$ cat config.mk
export PLATFORM = sky130hd
export DESIGN_NAME = packbits_row_decoder
export DESIGN_NICKNAME = d
export VERILOG_FILES = /design/src/rtl/pbd_pkg.sv /design/src/rtl/packbits_row_decoder.sv /design/src/rtl/pbd_front.sv /design/src/rtl/pbd_fifo.sv /design/src/rtl/pbd_back.sv
export VERILOG_INCLUDE_DIRS = /design/src /design/src/rtl
export SDC_FILE = /design/constraint.sdc
export NUM_CORES = 1
export LEC_CHECK = 0
export BUFFER_PORTS_ARGS = -buffer_cell sky130_fd_sc_hd__buf_4
export CAP_MARGIN = 10
export CORE_MARGIN = 2
export CORE_UTILIZATION = 50
export CTS_BUF_LIST = sky130_fd_sc_hd__clkbuf_4 sky130_fd_sc_hd__clkbuf_8
export CTS_CLUSTER_DIAMETER = 100
export CTS_CLUSTER_SIZE = 12
export DETAILED_ROUTE_END_ITERATION = 7
export PLACE_DENSITY = 0.69
export SYNTH_ARGS = -nofsm -noshare
export SYNTH_HDL_FRONTEND = slang
export SYNTH_SLANG_ARGS = --single-unit
export TNS_END_PERCENT = 50
$ cat constraint.sdc
create_clock -name clk_i -period 3.99 [get_ports clk_i]
set_input_delay 0.798 -clock clk_i [delete_from_list [all_inputs] [get_ports clk_i]]
set_output_delay 0.798 -clock clk_i [all_outputs]
set_load 0.01 [all_outputs]
$ cat src/rtl/packbits_row_decoder_assert.svh
// Assertion macros shared by the pbd_front and pbd_fifo modules.
`ifndef PACKBITS_ROW_DECODER_ASSERT_SVH
`define PACKBITS_ROW_DECODER_ASSERT_SVH
`ifndef SYNTHESIS
`define PBD_ASSERT(name, prop, msg) \
  name: assert property (@(posedge clk_i) disable iff (!rst_ni) prop) else $error(msg);
`define PBD_ASSERT_IMP(name, ante, cons, msg) \
  name: assert property (@(posedge clk_i) disable iff (!rst_ni) (ante) |=> (cons)) \
    else $error(msg);
`else
`define PBD_ASSERT(name, prop, msg)
`define PBD_ASSERT_IMP(name, ante, cons, msg)
`endif
`endif

$ cat src/rtl/pbd_pkg.sv
// Types and constants of the PackBits row decoder.
package pbd_pkg;

  localparam logic [7:0]  NoopHeader = 8'h80;
  localparam logic [16:0] CountMax   = 17'h1FFFF;

  localparam logic [1:0] StatusOk       = 2'd0;
  localparam logic [1:0] StatusTruncRun = 2'd1;
  localparam logic [1:0] StatusMismatch = 2'd2;

  typedef struct packed {
    logic [1:0] row_status;
    logic       row_done;
    logic [7:0] run_count;
    logic [7:0] run_value;
  } run_desc_t;

endpackage

$ cat src/rtl/packbits_row_decoder.sv
// PackBits row decoder top level: parser, descriptor queue and output register.
//
//  channel  | handshake                   | payload
//  ---------+-----------------------------+--------------------------------------
//  s_axis   | s_axis_tvalid/s_axis_tready | tdata: code_byte; tlast: row_end
//  m_axis   | m_axis_tvalid/m_axis_tready | tdata: run_value, run_count;
//           |                             | tlast: row_done; tuser: row_status
//  cfg      | cfg_valid_i/cfg_ready_o     | cfg_data_i: row_width
//
// One compressed byte is taken every cycle while the descriptor queue has room.
// A result is held first in the queue, then in the output register, before it
// leaves. A stalled output fills the FifoDepth-entry queue, then s_axis_tready
// drops. Reset clears the parser state, queue and row_width.
module packbits_row_decoder #(
  parameter int unsigned FifoDepth = 4
) (
  input  logic        clk_i,
  input  logic        rst_ni,
  input  logic        cfg_valid_i,
  output logic        cfg_ready_o,
  input  logic [15:0] cfg_data_i,
  input  logic        s_axis_tvalid,
  output logic        s_axis_tready,
  input  logic [7:0]  s_axis_tdata,   // [7:0] code_byte
  input  logic        s_axis_tlast,
  output logic        m_axis_tvalid,
  input  logic        m_axis_tready,
  output logic [15:0] m_axis_tdata,   // [7:0] run_value, [15:8] run_count
  output logic        m_axis_tlast,
  output logic [1:0]  m_axis_tuser    // [1:0] row_status
);

  logic               in_fire, push, full, nonempty, pop;
  pbd_pkg::run_desc_t push_desc, head_desc, out_desc;

  assign cfg_ready_o   = 1'b1;
  assign s_axis_tready = !full;
  assign in_fire       = s_axis_tvalid && s_axis_tready;

  pbd_front u_front (
    .clk_i       (clk_i),
    .rst_ni      (rst_ni),
    .cfg_we_i    (cfg_valid_i),
    .cfg_data_i  (cfg_data_i),
    .in_fire_i   (in_fire),
    .code_byte_i (s_axis_tdata),
    .row_end_i   (s_axis_tlast),
    .push_o      (push),
    .desc_o      (push_desc)
  );

  pbd_fifo #(
    .Depth (FifoDepth)
  ) u_fifo (
    .clk_i       (clk_i),
    .rst_ni      (rst_ni),
    .push_i      (push),
    .push_data_i (push_desc),
    .full_o      (full),
    .pop_i       (pop),
    .nonempty_o  (nonempty),
    .pop_data_o  (head_desc)
  );

  pbd_back u_back (
    .clk_i        (clk_i),
    .rst_ni       (rst_ni),
    .q_nonempty_i (nonempty),
    .q_data_i     (head_desc),
    .q_pop_o      (pop),
    .out_valid_o  (m_axis_tvalid),
    .out_ready_i  (m_axis_tready),
    .out_data_o   (out_desc)
  );

  assign m_axis_tdata = {out_desc.run_count, out_desc.run_value};
  assign m_axis_tlast = out_desc.row_done;
  assign m_axis_tuser = out_desc.row_status;

endmodule

$ cat src/rtl/pbd_front.sv
// Front end: parses header / literal / repeat bytes and builds run descriptors.
module pbd_front (
  input  logic                clk_i,
  input  logic                rst_ni,
  input  logic                cfg_we_i,
  input  logic [15:0]         cfg_data_i,
  input  logic                in_fire_i,
  input  logic [7:0]          code_byte_i,
  input  logic                row_end_i,
  output logic                push_o,
  output pbd_pkg::run_desc_t  desc_o
);

  `include "packbits_row_decoder_assert.svh"

  localparam logic [1:0] PhHeader  = 2'd0;
  localparam logic [1:0] PhLiteral = 2'd1;
  localparam logic [1:0] PhRepeat  = 2'd2;

  logic [1:0]  phase_q, phase_d;
  logic [7:0]  lit_left_q, lit_left_d;
  logic [7:0]  rep_cnt_q, rep_cnt_d;
  logic [16:0] count_q, count_d;
  logic [15:0] row_width_q;

  logic        emit;
  logic [7:0]  add;
  logic [17:0] sum;
  logic [1:0]  phase_n;
  logic [16:0] count_n;

  always_comb begin
    phase_n    = phase_q;
    lit_left_d = lit_left_q;
    rep_cnt_d  = rep_cnt_q;
    emit       = 1'b0;
    add        = 8'd0;
    desc_o.run_value  = 8'd0;
    desc_o.run_count  = 8'd0;
    desc_o.row_done   = row_end_i;
    desc_o.row_status = pbd_pkg::StatusOk;

    case (phase_q)
      PhHeader: begin
        if ((count_q < {1'b0, row_width_q}) && (code_byte_i != pbd_pkg::NoopHeader)) begin
          if (!code_byte_i[7]) begin
            lit_left_d = code_byte_i + 8'd1;
            phase_n    = PhLiteral;
          end else begin
            rep_cnt_d = 8'(9'd257 - {1'b0, code_byte_i});
            phase_n   = PhRepeat;
          end
        end
      end
      PhLiteral: begin
        emit             = 1'b1;
        desc_o.run_value = code_byte_i;
        desc_o.run_count = 8'd1;
        add              = 8'd1;
        lit_left_d       = lit_left_q - 8'd1;
        if (lit_left_d == 8'd0) phase_n = PhHeader;
      end
      PhRepeat: begin
        emit             = 1'b1;
        desc_o.run_value = code_byte_i;
        desc_o.run_count = rep_cnt_q;
        add              = rep_cnt_q;
        rep_cnt_d        = 8'd0;
        phase_n          = PhHeader;
      end
      default: phase_n = PhHeader;
    endcase

    sum     = {1'b0, count_q} + {10'd0, add};
    count_n = (sum > {1'b0, pbd_pkg::CountMax}) ? pbd_pkg::CountMax : sum[16:0];
    phase_d = phase_n;
    count_d = count_n;

    if (row_end_i) begin
      if (phase_n != PhHeader) begin
        desc_o.row_status = pbd_pkg::StatusTruncRun;
      end else if (count_n != {1'b0, row_width_q}) begin
        desc_o.row_status = pbd_pkg::StatusMismatch;
      end
      phase_d    = PhHeader;
      lit_left_d = 8'd0;
      rep_cnt_d  = 8'd0;
      count_d    = 17'd0;
    end
  end

  assign push_o = in_fire_i && (emit || row_end_i);

  always_ff @(posedge clk_i or negedge rst_ni) begin
    if (!rst_ni) begin
      phase_q     <= PhHeader;
      lit_left_q  <= 8'd0;
      rep_cnt_q   <= 8'd0;
      count_q     <= 17'd0;
      row_width_q <= 16'd0;
    end else begin
      if (cfg_we_i) row_width_q <= cfg_data_i;
      if (in_fire_i) begin
        phase_q    <= phase_d;
        lit_left_q <= lit_left_d;
        rep_cnt_q  <= rep_cnt_d;
        count_q    <= count_d;
      end
    end
  end

  `PBD_ASSERT(a_lit_nonzero, (phase_q == PhLiteral) |-> (lit_left_q != 8'd0), "literal run with nothing left")
  `PBD_ASSERT_IMP(a_row_end_clears, in_fire_i && row_end_i, (phase_q == PhHeader) && (count_q == 17'd0), "row end did not clear decoder")
  `PBD_ASSERT(a_rep_range, (phase_q == PhRepeat) |-> ((rep_cnt_q >= 8'd2) && (rep_cnt_q <= 8'd128)), "repeat count out of range")

endmodule

$ cat src/rtl/pbd_fifo.sv
// Short descriptor queue between the parser and the output stage.
module pbd_fifo #(
  parameter int unsigned Depth = 4
) (
  input  logic                clk_i,
  input  logic                rst_ni,
  input  logic                push_i,
  input  pbd_pkg::run_desc_t  push_data_i,
  output logic                full_o,
  input  logic                pop_i,
  output logic                nonempty_o,
  output pbd_pkg::run_desc_t  pop_data_o
);

  `include "packbits_row_decoder_assert.svh"

  localparam int unsigned PtrW = (Depth > 1) ? $clog2(Depth) : 1;
  localparam int unsigned CntW = $clog2(Depth + 1);
  localparam logic [PtrW-1:0] LastPtr = PtrW'(Depth - 1);

  pbd_pkg::run_desc_t slots_q [Depth];
  logic [PtrW-1:0] wr_ptr_q, rd_ptr_q;
  logic [CntW-1:0] cnt_q;
  logic            do_push, do_pop;

  assign full_o     = (cnt_q == CntW'(Depth));
  assign nonempty_o = (cnt_q != '0);
  assign do_push    = push_i && !full_o;
  assign do_pop     = pop_i && nonempty_o;
  assign pop_data_o = slots_q[rd_ptr_q];

  always_ff @(posedge clk_i) begin
    if (do_push) slots_q[wr_ptr_q] <= push_data_i;
  end

  always_ff @(posedge clk_i or negedge rst_ni) begin
    if (!rst_ni) begin
      wr_ptr_q <= '0;
      rd_ptr_q <= '0;
      cnt_q    <= '0;
    end else begin
      if (do_push) wr_ptr_q <= (wr_ptr_q == LastPtr) ? '0 : wr_ptr_q + PtrW'(1);
      if (do_pop)  rd_ptr_q <= (rd_ptr_q == LastPtr) ? '0 : rd_ptr_q + PtrW'(1);
      if (do_push && !do_pop)      cnt_q <= cnt_q + CntW'(1);
      else if (do_pop && !do_push) cnt_q <= cnt_q - CntW'(1);
    end
  end

  `PBD_ASSERT(a_cnt_bound, cnt_q <= CntW'(Depth), "queue count beyond depth")
  `PBD_ASSERT(a_no_overflow, push_i |-> !full_o, "request pushed into full queue")
  `PBD_ASSERT_IMP(a_drain, (cnt_q == CntW'(1)) && do_pop && !do_push, !nonempty_o && (wr_ptr_q == rd_ptr_q), "queue not empty after last pop")

endmodule

$ cat src/rtl/pbd_back.sv
// Back end: output register that hands descriptors to the result stream.
module pbd_back (
  input  logic                clk_i,
  input  logic                rst_ni,
  input  logic                q_nonempty_i,
  input  pbd_pkg::run_desc_t  q_data_i,
  output logic                q_pop_o,
  output logic                out_valid_o,
  input  logic                out_ready_i,
  output pbd_pkg::run_desc_t  out_data_o
);

  logic               valid_q;
  pbd_pkg::run_desc_t data_q;

  // refill whenever the register is empty or being taken this cycle
  assign q_pop_o     = q_nonempty_i && (!valid_q || out_ready_i);
  assign out_valid_o = valid_q;
  assign out_data_o  = data_q;

  always_ff @(posedge clk_i or negedge rst_ni) begin
    if (!rst_ni) begin
      valid_q <= 1'b0;
    end else if (!valid_q || out_ready_i) begin
      valid_q <= q_nonempty_i;
    end
  end

  always_ff @(posedge clk_i) begin
    if (q_pop_o) data_q <= q_data_i;
  end

endmodule
## After elaboration in Yosys (flattened, before gate mapping)

Memories as Yosys holds them, arrays and structs flattened. A register that Yosys moved wholly into a read port is not among the register bits.
Cells that the tools add are included.

| cells by class | value |
|---|---|
| mux-type cells | 27 |
| equality and inequality tests | 10 |
| $add $sub $neg | 8 |
| reductions and logical operators | 24 |
| order comparisons | 2 |

Operators by type and width:

| operator | count |
|---|---|
| $mux W8 | 6 |
| $pmux W8 S2 | 3 |
| $mux W17 | 2 |
| $pmux W16 S2 | 1 |
| $add A17 B8 Y18 | 1 |
| $gt A18 B17 Y1 const B | 1 |
| $mux W2 | 9 |
| $lt A17 B16 Y1 | 1 |
| $ne A17 B16 Y1 | 1 |
| $reduce_bool A3 Y1 | 3 |
| $add A8 B1 Y8 const B | 1 |
| $logic_and A1 B1 Y1 | 8 |
| $logic_not A8 Y1 | 1 |
| $ne A8 B8 Y1 const B | 1 |
| $reduce_and A4 Y1 | 2 |
| $sub A1 B8 Y8 const A | 1 |
| $sub A8 B1 Y8 const B | 1 |
| $eq A2 B2 Y1 const B | 3 |
| $mux W3 | 2 |
| $ne A3 B3 Y1 const B | 2 |
| $add A2 B1 Y2 const B | 2 |
| $logic_not A1 Y1 | 4 |
| $pmux W2 S2 | 1 |
| $reduce_bool A2 Y1 | 2 |
| 9 further kinds | 12 |

| word-level totals | value |
|---|---|
| output and inout port bits | 22 |
| RAM bits | 76 |
| register bits | 59 |
| memories kept | 1 |
| input bits | 30 |
| word-level logic and storage cells | 81 |

Memory list:

| memory | words | width | read ports | clocked after Yosys merged registers in | wr ports | RTL line | source |
|---|---|---|---|---|---|---|---|
| u_fifo.slots_q | 4 | 19 | 1 | 1 | 1 | pbd_fifo.sv:21 | `pbd_pkg::run_desc_t slots_q [Depth];` |

## Logic depth before layout (Yosys ltp)

| logic depth | value |
|---|---|
| depth in word-level cells | 10 |
| mapped depth | 16 |
| depth with buffers taken out | 15 |

## By module

From an unflattened synthesis, not the netlist that was laid out.

| unflattened totals | value |
|---|---|
| cells, all modules | 666 |
| area total of the unflattened synthesis | 8030.2 sq um |

Modules (own cells, without submodules):

| module | seq. area each (sq um) | area an instance (sq um) | times used | cells an instance |
|---|---|---|---|---|
| pbd_front | 1276.2 | 4179.0 | 1 | 503 |
| pbd_fifo | 2457.4 | 3215.6 | 1 | 136 |
| pbd_back | 595.6 | 614.3 | 1 | 23 |
| packbits_row_decoder | 0.0 | 21.3 | 1 | 4 |

## Worst setup path before layout

Ideal clock, no wire load.

| path | value |
|---|---|
| kind | register to register |
| from | register u_front.phase_q[0] |
| to | memory u_fifo.slots_q[0][18] in the netlist's numbering (data pin) |
| path buffers | 1 |
| slack | 184 ps |
| stages on the path, launching flop included | 17 |
| setup time | 285 ps |
| data arrival time | 3521 ps |
| period minus slack after synthesis | 3806 ps |
| cells stage by stage | dfrtp_1 -> inv_1 -> ha_1 -> o21a_1 -> o21a_1 -> ha_1 -> inv_1 -> fa_1 -> and2b_1 -> o221ai_2 -> a211oi_2 -> or2_1 -> buf_2 -> nand3_1 -> a221o_1 -> a2111oi_2 -> a31oi_1 |

RTL lines:

| element | RTL line | source |
|---|---|---|
| start: declaration | pbd_front.sv:20 | `logic [1:0] phase_q, phase_d;` |
| start signal: assignment | pbd_front.sv:96 | `phase_q <= PhHeader;` |
| start signal: assignment | pbd_front.sv:104 | `phase_q <= phase_d;` |
| end: declaration | pbd_fifo.sv:21 |  |

==> flow_metrics.tcl <==
set metrics [dict create \
    multiInputGateArea_um2 3606 \
    grt_antenna_before_repair 0 \
    gr-total-overflow 0 \
    ir_drop_mv 0.2382 \
    clkPwrFrac_pct 23.3 \
    synth_edf_count 95 \
    seqCellArea_um2 4329 \
    place_inst 937 \
    end_kind "flop" \
    drt-pass1-iter-count 4 \
    slew_viol_final 0 \
    grt_pass1_wl_um 29060 \
    p_sw_mw 1.813 \
    fmax_mhz 255.2 \
    clkSinkCount 154 \
    hpwl_um 12690 \
    post-route-min-period_ns 3.919 \
    regToRegSetupSlack_ns 0.07 \
    switching_share_pct 34.00 \
    worstHoldPathType "input pin to asynchronous set/reset pin" \
    synth_area_um2 8065 \
    num_io_pins 52 \
    syn_inst 680 \
    layout.cells.non_filler 983 \
    worst_clock_skew_ns 0.01587 \
    gp_congestion 0.9257 \
    final_nets 825 \
    synth.area.top_cells "edfxtp_1 35%, dfrtp_1 18%, ha_1 6.1%, mux4_2 5.3%, o21ai_0 3.2%" \
    h-tree-depth 4 \
    dr_total_vias 5634 \
    p_int_mw 3.519 \
    port_buffers 50 \
    first_iter_violations 427 \
    post_drt_wl_per_cell_um 18.74 \
    initial_core_util_pct 50.96 \
    viasPerCell 5.731 \
    powerDensity_nw_per_um2 563.2 \
    setup_viol 0 \
    cp.arrival_ns 4.10 \
    hold_viol_final 0 \
    period_share_pct 98.21 \
    postRouteWirelength_um 18420 \
    diodes 0 \
    yosys_warnings 0 \
    status "complete, no violations" \
    core_area_um2 15830 \
    die-area_um2 17160 \
    r2r-start "u_front.phase_q[1]" \
    reg2reg_to "u_fifo.slots_q[2][18]" \
    drcViolationCount 0 \
    synthArstFlopShare_pct 38.31 \
    nFillCells 1260 \
    yosys.cell_types.count 74 \
    cap_violations 0 \
    floorplan.rows 46 \
    clk_latency_ns 0.47 \
    r2r_cells 13 \
    synth.avg_cell_area_um2 11.86 \
    track_usage_pct 22.44 \
    share_comb_of_total_power_pct 31.4 \
    synth_top_area_share_pct 35.37 \
    p_leak_nw 3.812 \
    critPathMaxFanout 11 \
    grt_start_max_net_pins 60 \
    relSlewSlack_pct 39.27 \
    fp.dieW_um 131.0 \
    root_buffer "clkbuf_8" \
    yosysSeqAreaShare_pct 53.68 \
    power_mw 5.332 \
    fp.dieH_um 131.0 \
    finalSetupTns_ns 0 \
    p_seq_share_pct 45.3 \
    syn_nets 751 \
    critPathLaunchType "flop" \
    drtAntennaViolNets 0 \
    yosys.area.top_type "edfxtp_1" \
    cts_tree "yes" \
    worst-endpoint-required_ns 4.18 \
    first_global_vias 5645 \
    tightest_slew_ns 0.9109 \
    cts.clk_slew.worst_paths_ns 0.10 \
    post_route_cells_drive_above_1_share_pct 25.81 \
    ys_ff_latch 154 \
    path_class "flop to flop" \
    yosys_most_used_dff "edfxtp_1" \
    synthToLayoutAreaGrowth_pct 17.38 \
    clockBufferDepth 2 \
    numCtsBuffers 17 \
]
[metrics by stage]
| stage | worst slack, ns | instance area [µm²] | utilization (%) | hold WS (ns) |
|---|---|---|---|---|
| 2_1_floorplan | 0.1840 | 8065 | - | 0.4636 |
| 3_3_place_gp | -0.04043 | 8726 | 55.13 | 0.4798 |
| 3_5_place_dp | -0.1905 | 8726 | 55.13 | 0.4871 |
| 4_1_cts | 0.009916 | 9191 | 58.07 | 0.4462 |
| 5_1_grt | -0.01471 | 9467 | 59.81 | 0.4848 |
| 6_report | 0.07143 | 9467 | 59.81 | 0.4031 |
[critical path, cell delays in order (launching register included)]
cell       delay (ns)
dfrtp_1          0.41
buf_4            0.14
ha_1             0.21
buf_6            0.15
and2_2           0.22
ha_4             0.28
and3_4           0.21
or3b_4           0.45
a21oi_4          0.21
mux2i_4          0.32
o2111ai_2        0.17
a2111o_1         0.46
a2111oi_4        0.25
a31oi_4          0.15
[power by group through the flow]
stage	registers (mW)	clock network [mW]	logic (mW)
floorplan	2.38	0	1.07
global placement	2.43	0	1.54
detailed placement	2.45	0	1.59
CTS	2.42	1.27	1.62
global route	2.47	1.33	1.85
finish	2.42	1.24	1.67
[cell families (layout without fill, tap and decap cells)]
| group | Yosys count | after routing | synth area share, % |
|---|---|---|---|
| multiplexers | 29 | 29 | 6.655 |
| buffers and inverters | 76 | 163 | 4.142 |
| adder cells (fa/ha/maj) | 41 | 41 | 6.547 |
| AND/OR/NAND/NOR | 182 | 182 | 10.98 |
| XOR/XNOR | 32 | 32 | 3.475 |
| flip-flops | 154 | 154 | 53.68 |
| other | 1 | 1 | 0.04650 |
| AO/OA/AOI/OAI | 165 | 165 | 14.47 |
[how the worst max path moves through the flow]
stage	cells past startpoint	slack, ns	to	from
2_1_floorplan	16	0.18	u_fifo.slots_q[0][18]	u_front.phase_q[0]
3_3_place_gp	13	-0.04	u_fifo.slots_q[0][18]	u_front.phase_q[0]
3_5_place_dp	13	-0.19	u_fifo.slots_q[1][18]	u_front.phase_q[0]
4_1_cts	15	0.01	u_fifo.slots_q[2][18]	u_front.phase_q[1]
5_1_grt	15	-0.01	u_fifo.slots_q[2][18]	u_front.phase_q[1]
6_report	13	0.07	u_fifo.slots_q[2][18]	u_front.phase_q[1]
[cell usage in the layout (no fill, tap or decap), drive strengths merged, types with 4 or more instances in the layout]
| cell type | netlist | final |
|---|---|---|
| dfrtp | 59 | 59 |
| buf | 13 | 89 |
| nor3 | 13 | 13 |
| mux4 | 19 | 19 |
| nand3 | 20 | 20 |
| a31oi | 11 | 11 |
| o31ai | 6 | 6 |
| mux2 | 7 | 7 |
| a21oi | 21 | 21 |
| a21o | 13 | 13 |
| o21ai | 52 | 52 |
| a211oi | 9 | 9 |
| ha | 39 | 39 |
| nand2 | 54 | 54 |
| or2 | 6 | 6 |
| xor2 | 9 | 9 |
| and2 | 20 | 20 |
| and3 | 4 | 4 |
| o21a | 5 | 5 |
| a211o | 4 | 4 |
| o22a | 10 | 10 |
| xnor2 | 23 | 23 |
| edfxtp | 95 | 95 |
| nor2 | 45 | 45 |
| inv | 42 | 50 |
| clkbuf | 21 | 17 |
| o311a | 4 | 4 |
[cells in the mapped netlist (4+ instances only)]
cell type and number:
a211oi_1 7, a21o_1 12, a21oi_1 18, a31oi_1 11
and2_1 20, buf_6 5, clkbuf_1 21, dfrtp_1 59
edfxtp_1 95, ha_1 39, inv_1 42, mux2_2 7
mux4_2 19, nand2_1 53, nand3_1 20, nor2_1 45
nor3_1 13, o21a_1 5, o21ai_0 52, o22a_1 10
o311a_1 4, o31ai_1 6, or2_2 4, xnor2_1 23
xor2_1 9
[routing by layer]
metal  vias to the layer above  part of all wire, %  wire length, µm  track usage (%)
met5                         -                    0                0                0
met4                         0                  2.4              443            7.760
met3                        27                  3.9              713            4.235
met2                       140                   50             9301            38.92
met1                      2813                   43             7962            28.31
li1                       2654                    -                -                -
[timing repair]
item | CTS | global route
endpoints found under the hold margin | 0 | 0
pin swaps | 3 | 12
setup buffers | 1 | 13
resized for setup | 9 | 35
endpoints found under the setup margin | 4 | 4
hold buffers | 0 | 0
[cell type report]
type                    instances  area share (%)
clock inverters                15           1.877
clock buffers                  17           2.472
inverters                      42           1.665
well taps                     216           2.855
multi-input cells             450           38.09
flip-flops and latches        154           45.73
repair buffers                 89           7.309
[sequential cells by signal (all words and copies together) (netlist names)]
signal	cells
u_fifo.wr_ptr_q	2
u_front.count_q	17
u_fifo.slots_q	76
u_front.lit_left_q	8
u_front.row_width_q	16
u_back.out_data_o	19
u_back.out_valid_o	1
u_fifo.rd_ptr_q	2
u_front.rep_cnt_q	8
u_front.phase_q	2
u_fifo.cnt_q	3
No activity file was read; power rests on OpenSTA's default activity.
